[src/hw/rtl/hsv_brightness_adjust_core_assert.svh]
// Assertion macros shared by the brightness adjust RTL.
// Included by modules that check their own pipeline behavior.
`ifndef HSV_BRIGHTNESS_ADJUST_CORE_ASSERT_SVH
`define HSV_BRIGHTNESS_ADJUST_CORE_ASSERT_SVH
// property that must hold while out of reset
`define HBA_ASSERT(label, clk, rst_n, prop, msg) \
    label: assert property (@(posedge clk) disable iff (!rst_n) (prop)) else $error(msg);
// implication whose consequent is checked in the next cycle
`define HBA_ASSERT_NEXT(label, clk, rst_n, cond, prop, msg) \
    label: assert property (@(posedge clk) disable iff (!rst_n) (cond) |=> (prop)) \
        else $error(msg);
`endif

[src/hw/rtl/hba_div.sv]
// Pipelined restoring divider, one quotient bit per stage.
// Does not depend on hba_pkg; its widths come from the caller's parameters.
module hba_div #(
    parameter int NUM_W = 24,
    parameter int DEN_W = 11,
    parameter int SIDE_W = 8
) (
    input  logic              clk,
    input  logic              rst_n,
    input  logic              en,
    input  logic              in_vld,
    input  logic [NUM_W-1:0]  num,
    input  logic [DEN_W-1:0]  den,
    input  logic [SIDE_W-1:0] side_in,
    output logic              out_vld,
    output logic [NUM_W-1:0]  quo,
    output logic [SIDE_W-1:0] side_out
);
    logic [NUM_W:0]    vld_reg;
    logic [NUM_W-1:0]  q_reg [NUM_W+1];
    logic [DEN_W-1:0]  rem_reg [NUM_W+1];
    logic [DEN_W-1:0]  d_reg [NUM_W+1];
    logic [NUM_W-1:0]  n_reg [NUM_W+1];
    logic [SIDE_W-1:0] s_reg [NUM_W+1];

    always_comb
    begin
        vld_reg[0] = in_vld;
        q_reg[0] = '0;
        rem_reg[0] = '0;
        d_reg[0] = den;
        n_reg[0] = num;
        s_reg[0] = side_in;
    end

    for (genvar i = 0; i < NUM_W; i++)
    begin : g_st
        logic [DEN_W:0] trial;
        assign trial = {rem_reg[i], n_reg[i][NUM_W-1-i]};
        always_ff @(posedge clk or negedge rst_n)
        begin
            if (!rst_n)
                vld_reg[i+1] <= 1'b0;
            else if (en)
                vld_reg[i+1] <= vld_reg[i];
        end
        always_ff @(posedge clk)
        begin
            if (en)
            begin
                d_reg[i+1] <= d_reg[i];
                n_reg[i+1] <= n_reg[i];
                s_reg[i+1] <= s_reg[i];
                if (trial >= {1'b0, d_reg[i]})
                begin
                    rem_reg[i+1] <= DEN_W'(trial - {1'b0, d_reg[i]});
                    q_reg[i+1] <= q_reg[i] | (NUM_W'(1) << (NUM_W-1-i));
                end
                else
                begin
                    rem_reg[i+1] <= DEN_W'(trial);
                    q_reg[i+1] <= q_reg[i];
                end
            end
        end
    end

    assign out_vld = vld_reg[NUM_W];
    assign quo = q_reg[NUM_W];
    assign side_out = s_reg[NUM_W];
endmodule
[config.mk]
export PLATFORM = sky130hd
export DESIGN_NAME = hba_div
export DESIGN_NICKNAME = d
export VERILOG_FILES = /design/src/hw/rtl/hsv_brightness_adjust_core_assert.svh /design/src/hw/rtl/hba_div.sv
export SDC_FILE = /design/constraint.sdc
export NUM_CORES = 1
export LEC_CHECK = 0
export BUFFER_PORTS_ARGS = -buffer_cell sky130_fd_sc_hd__buf_2
export CAP_MARGIN = 20
export CELL_PAD_IN_SITES_DETAIL_PLACEMENT = 1
export CELL_PAD_IN_SITES_GLOBAL_PLACEMENT = 1
export CORE_MARGIN = 2
export CORE_UTILIZATION = 49
export DETAILED_ROUTE_END_ITERATION = 12
export PLACE_DENSITY_LB_ADDON = 0.1
export SLEW_MARGIN = 10
export SYNTH_ARGS = -nofsm -noshare
export SYNTH_HDL_FRONTEND = slang
export SYNTH_SLANG_ARGS = --single-unit
[constraint.sdc]
create_clock -name clk -period 2.5 [get_ports clk]
set_clock_uncertainty 0.2 [all_clocks]
set_input_delay 0.25 -clock clk [delete_from_list [all_inputs] [get_ports clk]]
set_output_delay 0.25 -clock clk [all_outputs]
set_load 0.005 [all_outputs]
== Word-level counts from Yosys, hierarchy flattened ==
Index checks and enable logic that the tools add are counted.
Word-level totals
  output and inout bits: 33
  memory bits (read-only): 0
  memories: 0
  latch bits: 0
  logic and storage cells: 236
  flip-flop bits (word level): 1574
  input port bits: 47
  memory bits (writable): 0
Cells by class
  eq/ne operators: 0
  reduce and logical (&&, ||, !) cells: 0
  divide/modulo/power cells: 0
  bitwise logic cells: 0
  multiplexer cells: 24
  shift operators: 0
  $add $sub $neg: 23
  $lt $le $gt $ge: 24
  $mul: 0
Operators with widths (number)
  >= comparator 12 x 11 -> 1 bit: 23
  2-to-1 mux 11 bit: 22
  subtractor 11 bit: 22
  2-to-1 mux 24 bit: 1
  >= comparator 1 x 11 -> 1 bit: 1
  subtractor 1 x 11 -> 11 bit: 1
  2-to-1 mux 1 bit: 1

== Logic depth before layout (Yosys ltp) ==
Gate-level depths: netlist (run 1).
  depth in word-level cells: 2
  gate-level depth with buffers: 10
  gate-level depth less buffers: 9

== Worst setup path before layout (run 1) ==
Ideal clock, no wire load.
  path kind: register -> register
  from: register d_reg[165] (netlist bit)
  to: register rem_reg, in the netlist g_st[10].trial[8] (data pin)
  buffers on the path: 1
  library setup time: 260 ps
  data required time: 2040 ps
  clock period less this slack: 2654 ps
  cell stages (with the launch flop): 10
  arrival: 2194 ps
  setup slack: -154 ps
  cell sequence: edfxtp_1 > ha_1 > fa_1 > nor2b_4 > o21ai_1 > nand3b_1 > a21oi_1 > o21ai_1 > buf_2 > mux2_2
Between the ends
  longest elaborated chain between the ends: 2
  elaborated cells between the ends (all ways): 3
  those cells by class: 1 x add/sub; 1 x order compare; 1 x mux
Ends and longest elaborated chain
  start, declared: line hba_div.sv:22  | logic [DEN_W-1:0] d_reg [NUM_W+1];
  start signal, assigned by index: line hba_div.sv:51  | d_reg[i+1] <= d_reg[i];
  subtractor 11 bit or >= comparator 12 x 11 -> 1 bit (tied branches): line hba_div.sv:56, hba_div.sv:54
  2-to-1 mux 11 bit *: line hba_div.sv:54  | if (trial >= {1'b0, d_reg[i]})
  end signal, assigned by index: line hba_div.sv:56  | rem_reg[i+1] <= DEN_W'(trial - {1'b0, d_reg[i]});
  end signal, assigned by index: line hba_div.sv:61  | rem_reg[i+1] <= DEN_W'(trial);
  end, declared: line hba_div.sv:21  | logic [DEN_W-1:0] rem_reg [NUM_W+1];
Every way passes the cells marked *; elsewhere a longest branch is shown, timed or not.
A chain may end at the register's enable or synchronous reset.

== Worst setup path after layout (run 1) ==
  from: register d_reg[189] (netlist bit)
  to: register rem_reg, in the netlist g_st[8].trial[11] (data pin)
Same word-level chain as after synthesis.

==> results.py, run 1 <==
metrics = {
    "outcome": {
        "status": "complete, but fails checks",
        "violations": "negative setup slack",
    },
    "worst_setup_path": {
        "crit_chain": "inv_2 > ha_4 > nor2b_4 > o31a_1 > o31ai_1 > or3b_1 > xor2_1 > mux2_4",
        "critPathArrivalTime_ns": 3.01,
        "cp_max_fo": 2,
        "critical_path.slowest_cell": "edfxtp_1",
        "r2r-end": "g_st[8].trial[11]",
        "critPathLaunchType": "flop",
        "path_buf_inv": 1,
        "slowest_delay_ns": 0.48,
        "worst-setup-path-type": "flop to flop",
        "reg2reg_slack_ns": -0.23,
        "cp-startpoint": "d_reg[189]",
        "critical-path-top-delay-family": "compound AO/OA/AOI/OAI gates",
        "worst_setup_path_end_kind": "flop",
        "reg2reg_from": "d_reg[189]",
        "cp.required_ns": 2.78,
        "reg2regPathDepth": 8,
    },
    "floorplan": {
        "start_util": 0.494,
        "fp.dieArea_um2": 114000,
        "chipHeight_um": 338,
        "fp.dieW_um": 338,
        "ios": 80,
        "core_area_um2": 111000,
        "rows": 122,
    },
    "placed_design": {
        "placedInstanceArea_um2": 59400,
        "place_congestion": 0.873,
        "hpwlAfterDp_um": 74200,
        "portBuffers": 79,
    },
    "worst_hold_path": {
        "holdPathEnd": "d_reg[260]",
        "min_from": "den[7]",
        "hold_depth": 2,
        "min_path_type": "primary input to flop",
    },
    "logic_synthesis": {
        "ys_warn_count": 0,
        "synth_area_um2": 54700,
        "synthCells": 3420,
        "synth_nets": 3744,
        "synth-edff-count": 1274,
        "synth_cell_types": 53,
        "ys_seq_area_frac": 0.711,
        "ys_async_sr_fraction": 0.0185,
        "syn_area_per_cell_um2": 16.0,
        "synth_ff_type": "edfxtp_1",
        "ys_ff_latch": 1298,
    },
    "grt": {
        "grt_max_degree": 91,
        "grt_pass1_wl_um": 175000,
        "antenna_found_initial": 0,
        "overflow": 0,
        "grt.total_usage": 0.195,
        "grt_pass1_vias": 32400,
    },
    "timing": {
        "hold-worst-slack_ns": 0.0553,
        "finalSetupViolCount": 174,
        "final_period_minus_worst_setup_slack_ns": 2.73,
        "post-route-period-util": 1.09,
        "hold_viol": 0,
        "slew_headroom": 0.655,
        "slew_violations": 0,
        "rsz0062_at_grt": "yes",
        "finalWorstSetupSlack_ns": -0.227,
        "fmax_mhz": 367,
        "worst_pin_slew_ns": 0.517,
    },
    "detailed_routing": {
        "via_per_inst": 5.20,
        "wl_per_cell_um": 19.5,
        "totalWireLength_um": 111000,
        "vias": 29700,
        "drtIter0Drc": 1331,
        "drtPass1Iterations": 5,
        "drc": 0,
        "postRouteAntennaNets": 0,
    },
    "clock_network": {
        "cts-root-buf": "clkbuf_16",
        "cts_num_sinks": 1298,
        "numCtsBuffers": 140,
        "cts_tree": "done",
        "clkTransAtPathRegs_ns": 0.07,
        "clkLatencyLatePin_ns": 0.74,
        "cts_max_level": 4,
        "clock_path_buffers": 3,
    },
    "cells_and_area": {
        "fin_nets": 4421,
        "design_area_um2": 67800,
        "area_delta_synth_final_pct": 24.0,
        "drive_gt1_frac": 0.287,
        "num_antenna_cells": 0,
        "n_fill_cell": 9965,
        "finish.utilization": 0.613,
    },
    "pwr": {
        "p_per_area_nw_per_um2": 1160,
        "peakVddDrop_mv": 0.876,
        "p_leak_nw": 26.7,
    },
    "job": {
        "drv_cap": 0,
    },
}
[per-layer routing]
metal	vias up	GRT usage	routed length, µm
met1	14800	0.245	47800
li1	14300	-	-
met2	398	0.346	57500
met5	-	0	0
met3	189	0.0312	3060
met4	0	0.0617	2540
[worst max path at each step]
stage,endpoint,slack [ns],depth (start not counted)
global placement,g_st[10].trial[11],-0.14,9
CTS,g_st[4].trial[11],-0.22,9
detailed placement,g_st[15].trial[10],-0.30,9
finish,g_st[8].trial[11],-0.23,8
floorplan,g_st[10].trial[8],-0.006,9
global route,g_st[5].trial[11],-0.31,9
[Yosys cell counts, types with 22 or more instances]
cell type | number | share of area
edfxtp_1 | 1274 | 0.70
o21a_1 | 53 | 0.0073
a211oi_1 | 24 | 0.0033
o2111ai_1 | 33 | 0.0053
nor2_1 | 166 | 0.011
a21oi_1 | 127 | 0.012
dfrtp_1 | 24 | 0.011
xnor2_1 | 145 | 0.023
ha_1 | 255 | 0.058
o21ai_1 | 54 | 0.0049
nor3_1 | 47 | 0.0043
a31oi_1 | 27 | 0.0031
nand2_1 | 67 | 0.0046
mux2i_1 | 49 | 0.0090
mux2_1 | 165 | 0.034
inv_1 | 293 | 0.020
buf_4 | 33 | 0.0045
fa_1 | 22 | 0.0081
nand4_1 | 23 | 0.0026
nor2b_1 | 40 | 0.0046
a21o_1 | 52 | 0.0071
nand3b_1 | 22 | 0.0030
mux2_2 | 44 | 0.0091
nand3_1 | 42 | 0.0038
xor2_1 | 32 | 0.0051
nand2b_1 | 37 | 0.0042
buf_2 | 33 | 0.0030
o21ai_0 | 38 | 0.0035
[placed cells by master, fill, tap and decap left out, types with 54 or more instances in the layout]
| cell type | count |
|---|---|
| nand2_1 | 67 |
| nor2_1 | 166 |
| clkbuf_16 | 143 |
| ha_1 | 223 |
| buf_4 | 364 |
| mux2_4 | 196 |
| inv_1 | 275 |
| edfxtp_1 | 1274 |
| a21oi_1 | 103 |
| dlygate4sd3_1 | 82 |
| buf_6 | 54 |
| xnor2_1 | 145 |
| buf_2 | 78 |
[power breakdown]
part	switching (mW)	internal, mW	leakage [nW]
logic	12.5	15.3	11.8
clock network	8.39	11.7	2.16
registers	1.90	28.6	12.7
[per-stage QoR]
step                total power [mW]  worst slack [ns]  setup TNS, ns  instances
floorplan                       45.2          -0.00565       -0.00565       3420
global placement                51.5            -0.144          -9.51       5221
detailed placement              52.5            -0.299         -24.38       5221
CTS                             78.0            -0.220         -15.35       5656
global route                    82.5            -0.307         -30.63       5699
finish                          78.4            -0.227         -11.89       5699
[worst reg2reg max path: cells and delay by family (launching register included)]
kind | cells | cell delay (ns)
AOI/OAI and AO/OA | 2 | 0.54
xor gates and xnor gates | 1 | 0.15
adders and majority gates | 1 | 0.21
buffers and inverters | 1 | 0.12
DFF | 1 | 0.48
muxes | 1 | 0.25
and+or+nand+nor | 2 | 0.52
[what timing repair did]
item	4_1_cts	5_1_grt
setup endpoints to repair	225	246
hold endpoints to repair	301	0
setup buffers	85	47
hold buffers	82	0
cloned	12	0
resized for setup	370	131
pin swaps	87	81
[layout make-up]
| class | instances | area (µm²) | area share |
|---|---|---|---|
| well taps | 1488 | 1860 | 0.0275 |
| multi-input cells | 1747 | 16100 | 0.238 |
| inverters | 293 | 1100 | 0.0163 |
| repair buffers | 617 | 5370 | 0.0792 |
| clock buffers | 174 | 3670 | 0.0542 |
| flip-flops and latches | 1298 | 38900 | 0.573 |
| clock inverters | 82 | 822 | 0.0121 |
[cells by family (layout without fill, tap and decap cells)]
family,count (synthesis),after routing,synth area share
adder cells (fa/ha/maj),277,277,0.0664
XOR/XNOR,177,177,0.0283
AND/OR/NAND/NOR,511,511,0.0491
AO/OA/AOI/OAI,512,512,0.0617
multiplexers,270,270,0.0553
buffers and inverters,375,1166,0.0288
flip-flops,1298,1298,0.711
Power figures use the tool's default switching activity.
==> run 2: changes to the inputs <==
--- a/config.mk
+++ b/config.mk
@@ -12,6 +12,7 @@
 export CORE_MARGIN = 2
 export CORE_UTILIZATION = 49
 export DETAILED_ROUTE_END_ITERATION = 12
+export MAX_ROUTING_LAYER = met4
 export PLACE_DENSITY_LB_ADDON = 0.1
 export SLEW_MARGIN = 10
 export SYNTH_ARGS = -nofsm -noshare
==> run 2 against run 1 <==
  * The flow still finishes with violations (negative setup slack)
  * Critical path depth grew 1
  * Routed wire length shrank 0.31%
  * Design area is essentially flat
  * Worst hold slack lost 0.0079 ns
==> results.py, run 2 (synthesis gave the netlist of run 1 again) <==
metrics = {
    "outcome": {
        "status": "complete, but fails checks",
        "violations": "negative setup slack",
    },
    "clock_network": {
        "cts-root-buf": "clkbuf_16",
        "clkTransAtPathRegs_ns": 0.06,
        "clkLatencyLatePin_ns": 0.75,
        "clock_path_buffers": 3,
        "cts_num_sinks": 1298,
        "numCtsBuffers": 140,
        "cts_tree": "done",
        "cts_max_level": 4,
    },
    "timing": {
        "worst_pin_slew_ns": 0.531,
        "finalSetupViolCount": 192,
        "slew_violations": 0,
        "fmax_mhz": 371,
        "post-route-period-util": 1.08,
        "rsz0062_at_grt": "yes",
        "hold_viol": 0,
        "finalWorstSetupSlack_ns": -0.193,
        "slew_headroom": 0.646,
        "final_period_minus_worst_setup_slack_ns": 2.69,
    },
    "floorplan": {
        "ios": 80,
        "fp.dieW_um": 338,
        "rows": 122,
        "start_util": 0.494,
        "fp.dieArea_um2": 114000,
        "chipHeight_um": 338,
        "core_area_um2": 111000,
    },
    "worst_setup_path": {
        "cp-startpoint": "g_st[7].trial[0]",
        "worst-setup-path-type": "flop to flop",
        "critical_path.slowest_cell": "edfxtp_1",
        "reg2reg_slack_ns": -0.19,
        "slowest_delay_ns": 0.38,
        "critPathLaunchType": "flop",
        "cp_max_fo": 2,
        "crit_chain": "inv_2 > ha_2 > fa_2 > nor2b_4 > o31a_1 > o31ai_1 > or3b_1 > xor2_1 > mux2_4",
        "critPathArrivalTime_ns": 2.99,
        "reg2regPathDepth": 9,
        "reg2reg_from": "g_st[7].trial[0]",
        "worst_setup_path_end_kind": "flop",
        "r2r-end": "g_st[8].trial[11]",
        "cp.required_ns": 2.80,
        "endpoint": "g_st[8].trial[11]",
    },
    "grt": {
        "grtUsageMet2": 0.343,
        "grt_pass1_vias": 32100,
        "overflow": 0,
        "grt.busiest_layer": "met2",
        "grt.total_usage": 0.201,
        "antenna_found_initial": 0,
        "use_met1": 0.245,
        "use_met3": 0.0292,
        "grt_pass1_wl_um": 175000,
        "grt_max_degree": 95,
    },
    "cells_and_area": {
        "design_area_um2": 67900,
        "finish.utilization": 0.613,
        "num_antenna_cells": 0,
        "drive_gt1_frac": 0.281,
        "layout_commonest_cell": "edfxtp_1",
        "mostFrequentLayoutCells": "edfxtp_1 (1,274), buf_4 (366), inv_1 (277), ha_1 (225), mux2_4 (196)",
        "area_delta_synth_final_pct": 24.1,
        "fin_nets": 4432,
    },
    "detailed_routing": {
        "postRouteAntennaNets": 0,
        "vias": 29600,
        "drc": 0,
        "via_per_inst": 5.19,
        "drtIter0Drc": 1349,
        "drtPass1Iterations": 5,
        "totalWireLength_um": 111000,
        "wl_per_cell_um": 19.4,
    },
    "placed_design": {
        "dpl_worst_slack_ns": -0.229,
        "portBuffers": 79,
        "placedInstanceArea_um2": 59600,
        "hpwlAfterDp_um": 74700,
        "place_congestion": 0.880,
    },
    "pwr": {
        "p_per_area_nw_per_um2": 1160,
        "peakVddDrop_mv": 0.769,
        "p_leak_nw": 26.8,
        "p_total_mw": 78.7,
    },
    "job": {
        "drv_cap": 0,
    },
    "worst_hold_path": {
        "min_path_type": "primary input to flop",
    },
}
-- run 2: changes by cell type in the layout (fill, tap and decap cells not counted), moves of 6 or more --
cell and change:
clkbuf_1 -9, clkinv_16 +7, clkinv_8 -6, dlygate4sd3_1 +7
mux2i_1 +8, mux2i_2 -8, o41ai_1 +6, o41ai_2 -7
-- run 2: area by class of cell --
type	instances	area [µm²]
Clock buffer	164	3640
Multi-Input combinational cell	1747	16000
Sequential cell	1298	38900
Tap cell	1488	1860
Inverter	293	1100
Timing Repair Buffer	628	5450
Fill cell	10100	42800
Clock inverter	88	990
-- run 2: worst max-delay path, delay by kind of cell, from the launching register on --
kind                     cells  cell delay (ns)
flip-flops                   1             0.38
multiplexers                 1             0.25
adder cells (fa/ha/maj)      2             0.43
AO/OA/AOI/OAI                2             0.51
XOR/XNOR                     1             0.15
buffers and inverters        1             0.08
AND/OR/NAND/NOR              2             0.44
-- run 2: worst min path at each step --
stage,startpoint,end,slack [ns],cells after the start
after floorplan,rst_n,out_vld,-0.25,0
after global placement,rst_n,vld_reg[1],0.04,1
after detailed placement,rst_n,vld_reg[2],0.05,1
after CTS,num[2],n_reg[554],0.007,2
after global routing,num[2],n_reg[554],0.02,2
final,num[2],n_reg[554],0.05,2
-- run 2: what timing repair did --
action	4_1_cts	5_1_grt
hold buffers	89	0
buffers inserted	85	39
resized for setup	338	146
pin swaps	74	87
cloned	11	1
setup endpoints to repair	224	255
hold endpoints to repair	408	0
-- run 2: metrics by stage --
stage	instances	hold slack, ns	TNS [ns]
2_1_floorplan	3420	-0.246	-0.00565
3_3_place_gp	5241	0.0409	-11.28
3_5_place_dp	5241	0.0509	-25.17
4_1_cts	5678	0.00685	-17.09
5_1_grt	5706	0.0201	-32.92
6_report	5706	0.0474	-11.96
-- run 2: layer usage --
metal	wire, µm	share of wire
met1	47700	0.43
met2	57300	0.52
met3	2820	0.026
met4	2770	0.025
met5	0	0
-- run 2: where the power goes --
group | switching [mW] | internal, mW
registers | 1.92 | 28.6
logic | 12.4 | 15.2
clock network | 8.60 | 11.9
==> run 3: changes to the inputs <==
--- a/config.mk
+++ b/config.mk
@@ -12,8 +12,10 @@
 export CORE_MARGIN = 2
 export CORE_UTILIZATION = 49
 export DETAILED_ROUTE_END_ITERATION = 12
+export HOLD_SLACK_MARGIN = 0.12
 export MAX_ROUTING_LAYER = met4
 export PLACE_DENSITY_LB_ADDON = 0.1
+export REMOVE_ABC_BUFFERS = 1
 export SLEW_MARGIN = 10
 export SYNTH_ARGS = -nofsm -noshare
 export SYNTH_HDL_FRONTEND = slang
==> run 3 against run 2 <==
  * The run still ends with negative setup slack left
  * Design area rose by 0.60%
  * Sequential cell count is the same
  * Total power up 0.62%
  * Worst setup slack got worse by 0.035 ns
  * Non-clock buffer count is 54 higher
  * Routed wire length rose by 6.0%
  * Count of clock-buffer cells in the layout up 11
  * Via count is 1.3% higher
  * First-iteration DRC count is 2.1% higher
  * Final cell count up 0.98%
  * Maximum frequency down 1.3%
  * Highest routed layer unchanged
==> results.py, run 3 (synthesis gave the netlist of run 1 again) <==
metrics = {
    "outcome": {
        "status": "complete, but fails checks",
        "violations": "negative setup slack",
    },
    "clock_network": {
        "cts_num_sinks": 1298,
        "cts_tree": "done",
        "numCtsBuffers": 141,
        "cts_max_level": 4,
        "clkLatencyLatePin_ns": 0.76,
        "clkTransAtPathRegs_ns": 0.06,
        "cts-root-buf": "clkbuf_16",
        "clock_path_buffers": 3,
    },
    "worst_setup_path": {
        "critPathLaunchType": "flop",
        "cp_max_fo": 5,
        "reg2regPathDepth": 9,
        "cp.required_ns": 2.80,
        "critPathArrivalTime_ns": 3.03,
        "worst-setup-path-type": "flop to flop",
        "worst_setup_path_end_kind": "flop",
        "reg2reg_slack_ns": -0.23,
        "reg2reg_from": "d_reg[110]",
        "r2r-end": "g_st[15].trial[4]",
    },
    "timing": {
        "finalSetupTns_ns": -18.69,
        "hold_viol": 0,
        "fmax_mhz": 367,
        "finalWorstSetupSlack_ns": -0.227,
        "rsz0062_at_grt": "yes",
        "slew_violations": 0,
        "hold-worst-slack_ns": 0.211,
        "post-route-period-util": 1.09,
        "slew_headroom": 0.599,
        "final_period_minus_worst_setup_slack_ns": 2.73,
        "worst_pin_slew_ns": 0.601,
        "finalSetupViolCount": 207,
    },
    "cells_and_area": {
        "layout_commonest_cell": "edfxtp_1",
        "design_area_um2": 68300,
        "final-instance-count-excl-fill": 5762,
        "area_delta_synth_final_pct": 24.8,
        "n_fill_cell": 9973,
        "num_antenna_cells": 0,
        "drive_gt1_frac": 0.292,
        "mostFrequentLayoutCells": "edfxtp_1 (1,274), buf_4 (424), inv_1 (272), ha_1 (229), mux2_4 (192)",
        "finish.utilization": 0.617,
        "fin_nets": 4487,
    },
    "pwr": {
        "p_total_mw": 79.2,
        "peakVddDrop_mv": 0.663,
        "p_leak_nw": 27.1,
        "p_per_area_nw_per_um2": 1160,
    },
    "placed_design": {
        "dpl_worst_slack_ns": -0.471,
        "placedCellCount": 5262,
        "place_congestion": 0.859,
        "portBuffers": 79,
        "hpwlAfterDp_um": 75200,
        "placedInstanceArea_um2": 59400,
    },
    "grt": {
        "grt_pass1_wl_um": 184000,
        "overflow": 0,
        "antenna_found_initial": 0,
        "grt_pass1_vias": 32700,
        "grt.total_usage": 0.213,
        "grt_max_degree": 105,
    },
    "floorplan": {
        "fp.dieW_um": 338,
        "fp.dieArea_um2": 114000,
        "rows": 122,
        "core_area_um2": 111000,
        "chipHeight_um": 338,
        "ios": 80,
        "start_util": 0.494,
    },
    "detailed_routing": {
        "postRouteAntennaNets": 0,
        "drtPass1Iterations": 5,
        "vias": 30000,
        "drtIter0Drc": 1378,
        "via_per_inst": 5.20,
        "drc": 0,
        "wl_per_cell_um": 20.3,
        "totalWireLength_um": 117000,
    },
    "job": {
        "drv_cap": 0,
    },
    "worst_hold_path": {
        "hold_depth": 0,
        "holdPathEnd": "q_reg[114]",
        "min_path_type": "flop to flop",
        "min_from": "q_reg[138]",
    },
}
-- run 3: cell types whose count changed in the layout (fill, tap and decap cells not counted), moves of 8 or more --
cell	delta
clkinv_2	-10
buf_6	+10
buf_4	+58
clkbuf_1	+8
buf_12	-12
-- run 3: layer usage --
layer  track usage  wire [µm]  part of all wire  vias up
met5             -          0                 0        -
met2         0.369      61200              0.52      375
met1         0.261      50500              0.43    15100
li1              -          -                 -    14400
met4        0.0576       2600             0.022        0
met3        0.0308       2880             0.025      178
-- run 3: area by class of cell --
| cell class | count | area, µm² | share of cell area |
|---|---|---|---|
| flip-flops and latches | 1298 | 38900 | 0.569 |
| multi-input cells | 1747 | 16100 | 0.235 |
| repair buffers | 682 | 5680 | 0.0832 |
| clock buffers | 175 | 3740 | 0.0548 |
| well taps | 1488 | 1860 | 0.0273 |
| inverters | 293 | 1100 | 0.0161 |
| clock inverters | 79 | 955 | 0.0140 |
-- run 3: worst max path at each step --
stage | from | to | slack, ns | depth (start not counted)
detailed placement | d_reg[110] | g_st[15].trial[6] | -0.47 | 9
CTS | g_st[7].trial[0] | g_st[8].trial[11] | -0.21 | 9
global route | d_reg[110] | g_st[15].trial[11] | -0.29 | 9
finish | d_reg[110] | g_st[15].trial[4] | -0.23 | 9
floorplan | d_reg[99] | g_st[16].trial[11] | -0.39 | 8
global placement | d_reg[110] | g_st[15].trial[4] | -0.32 | 9
-- run 3: where the power goes --
group / switching, mW / internal (mW) / leakage (nW)
clock: 8.65 / 12.3 / 2.27
sequential: 1.95 / 28.6 / 12.7
combinational: 12.5 / 15.1 / 12.1
-- run 3: repair_timing --
action / 4_1_cts / 5_1_grt
hold buffers: 91 / 1
gates cloned: 16 / 0
pin swaps: 105 / 69
endpoints found under the setup margin: 242 / 246
gates resized for setup: 440 / 112
hold endpoints to repair: 1167 / 24
setup buffers: 102 / 46
-- run 3: critical path: stages (launching register included) --
cell	delay, ns
edfxtp_1	0.44
ha_4	0.20
fa_2	0.39
nor2b_4	0.14
o21ai_2	0.08
a311oi_2	0.27
o2111ai_1	0.16
nand2_2	0.15
clkbuf_16	0.17
mux2_4	0.29
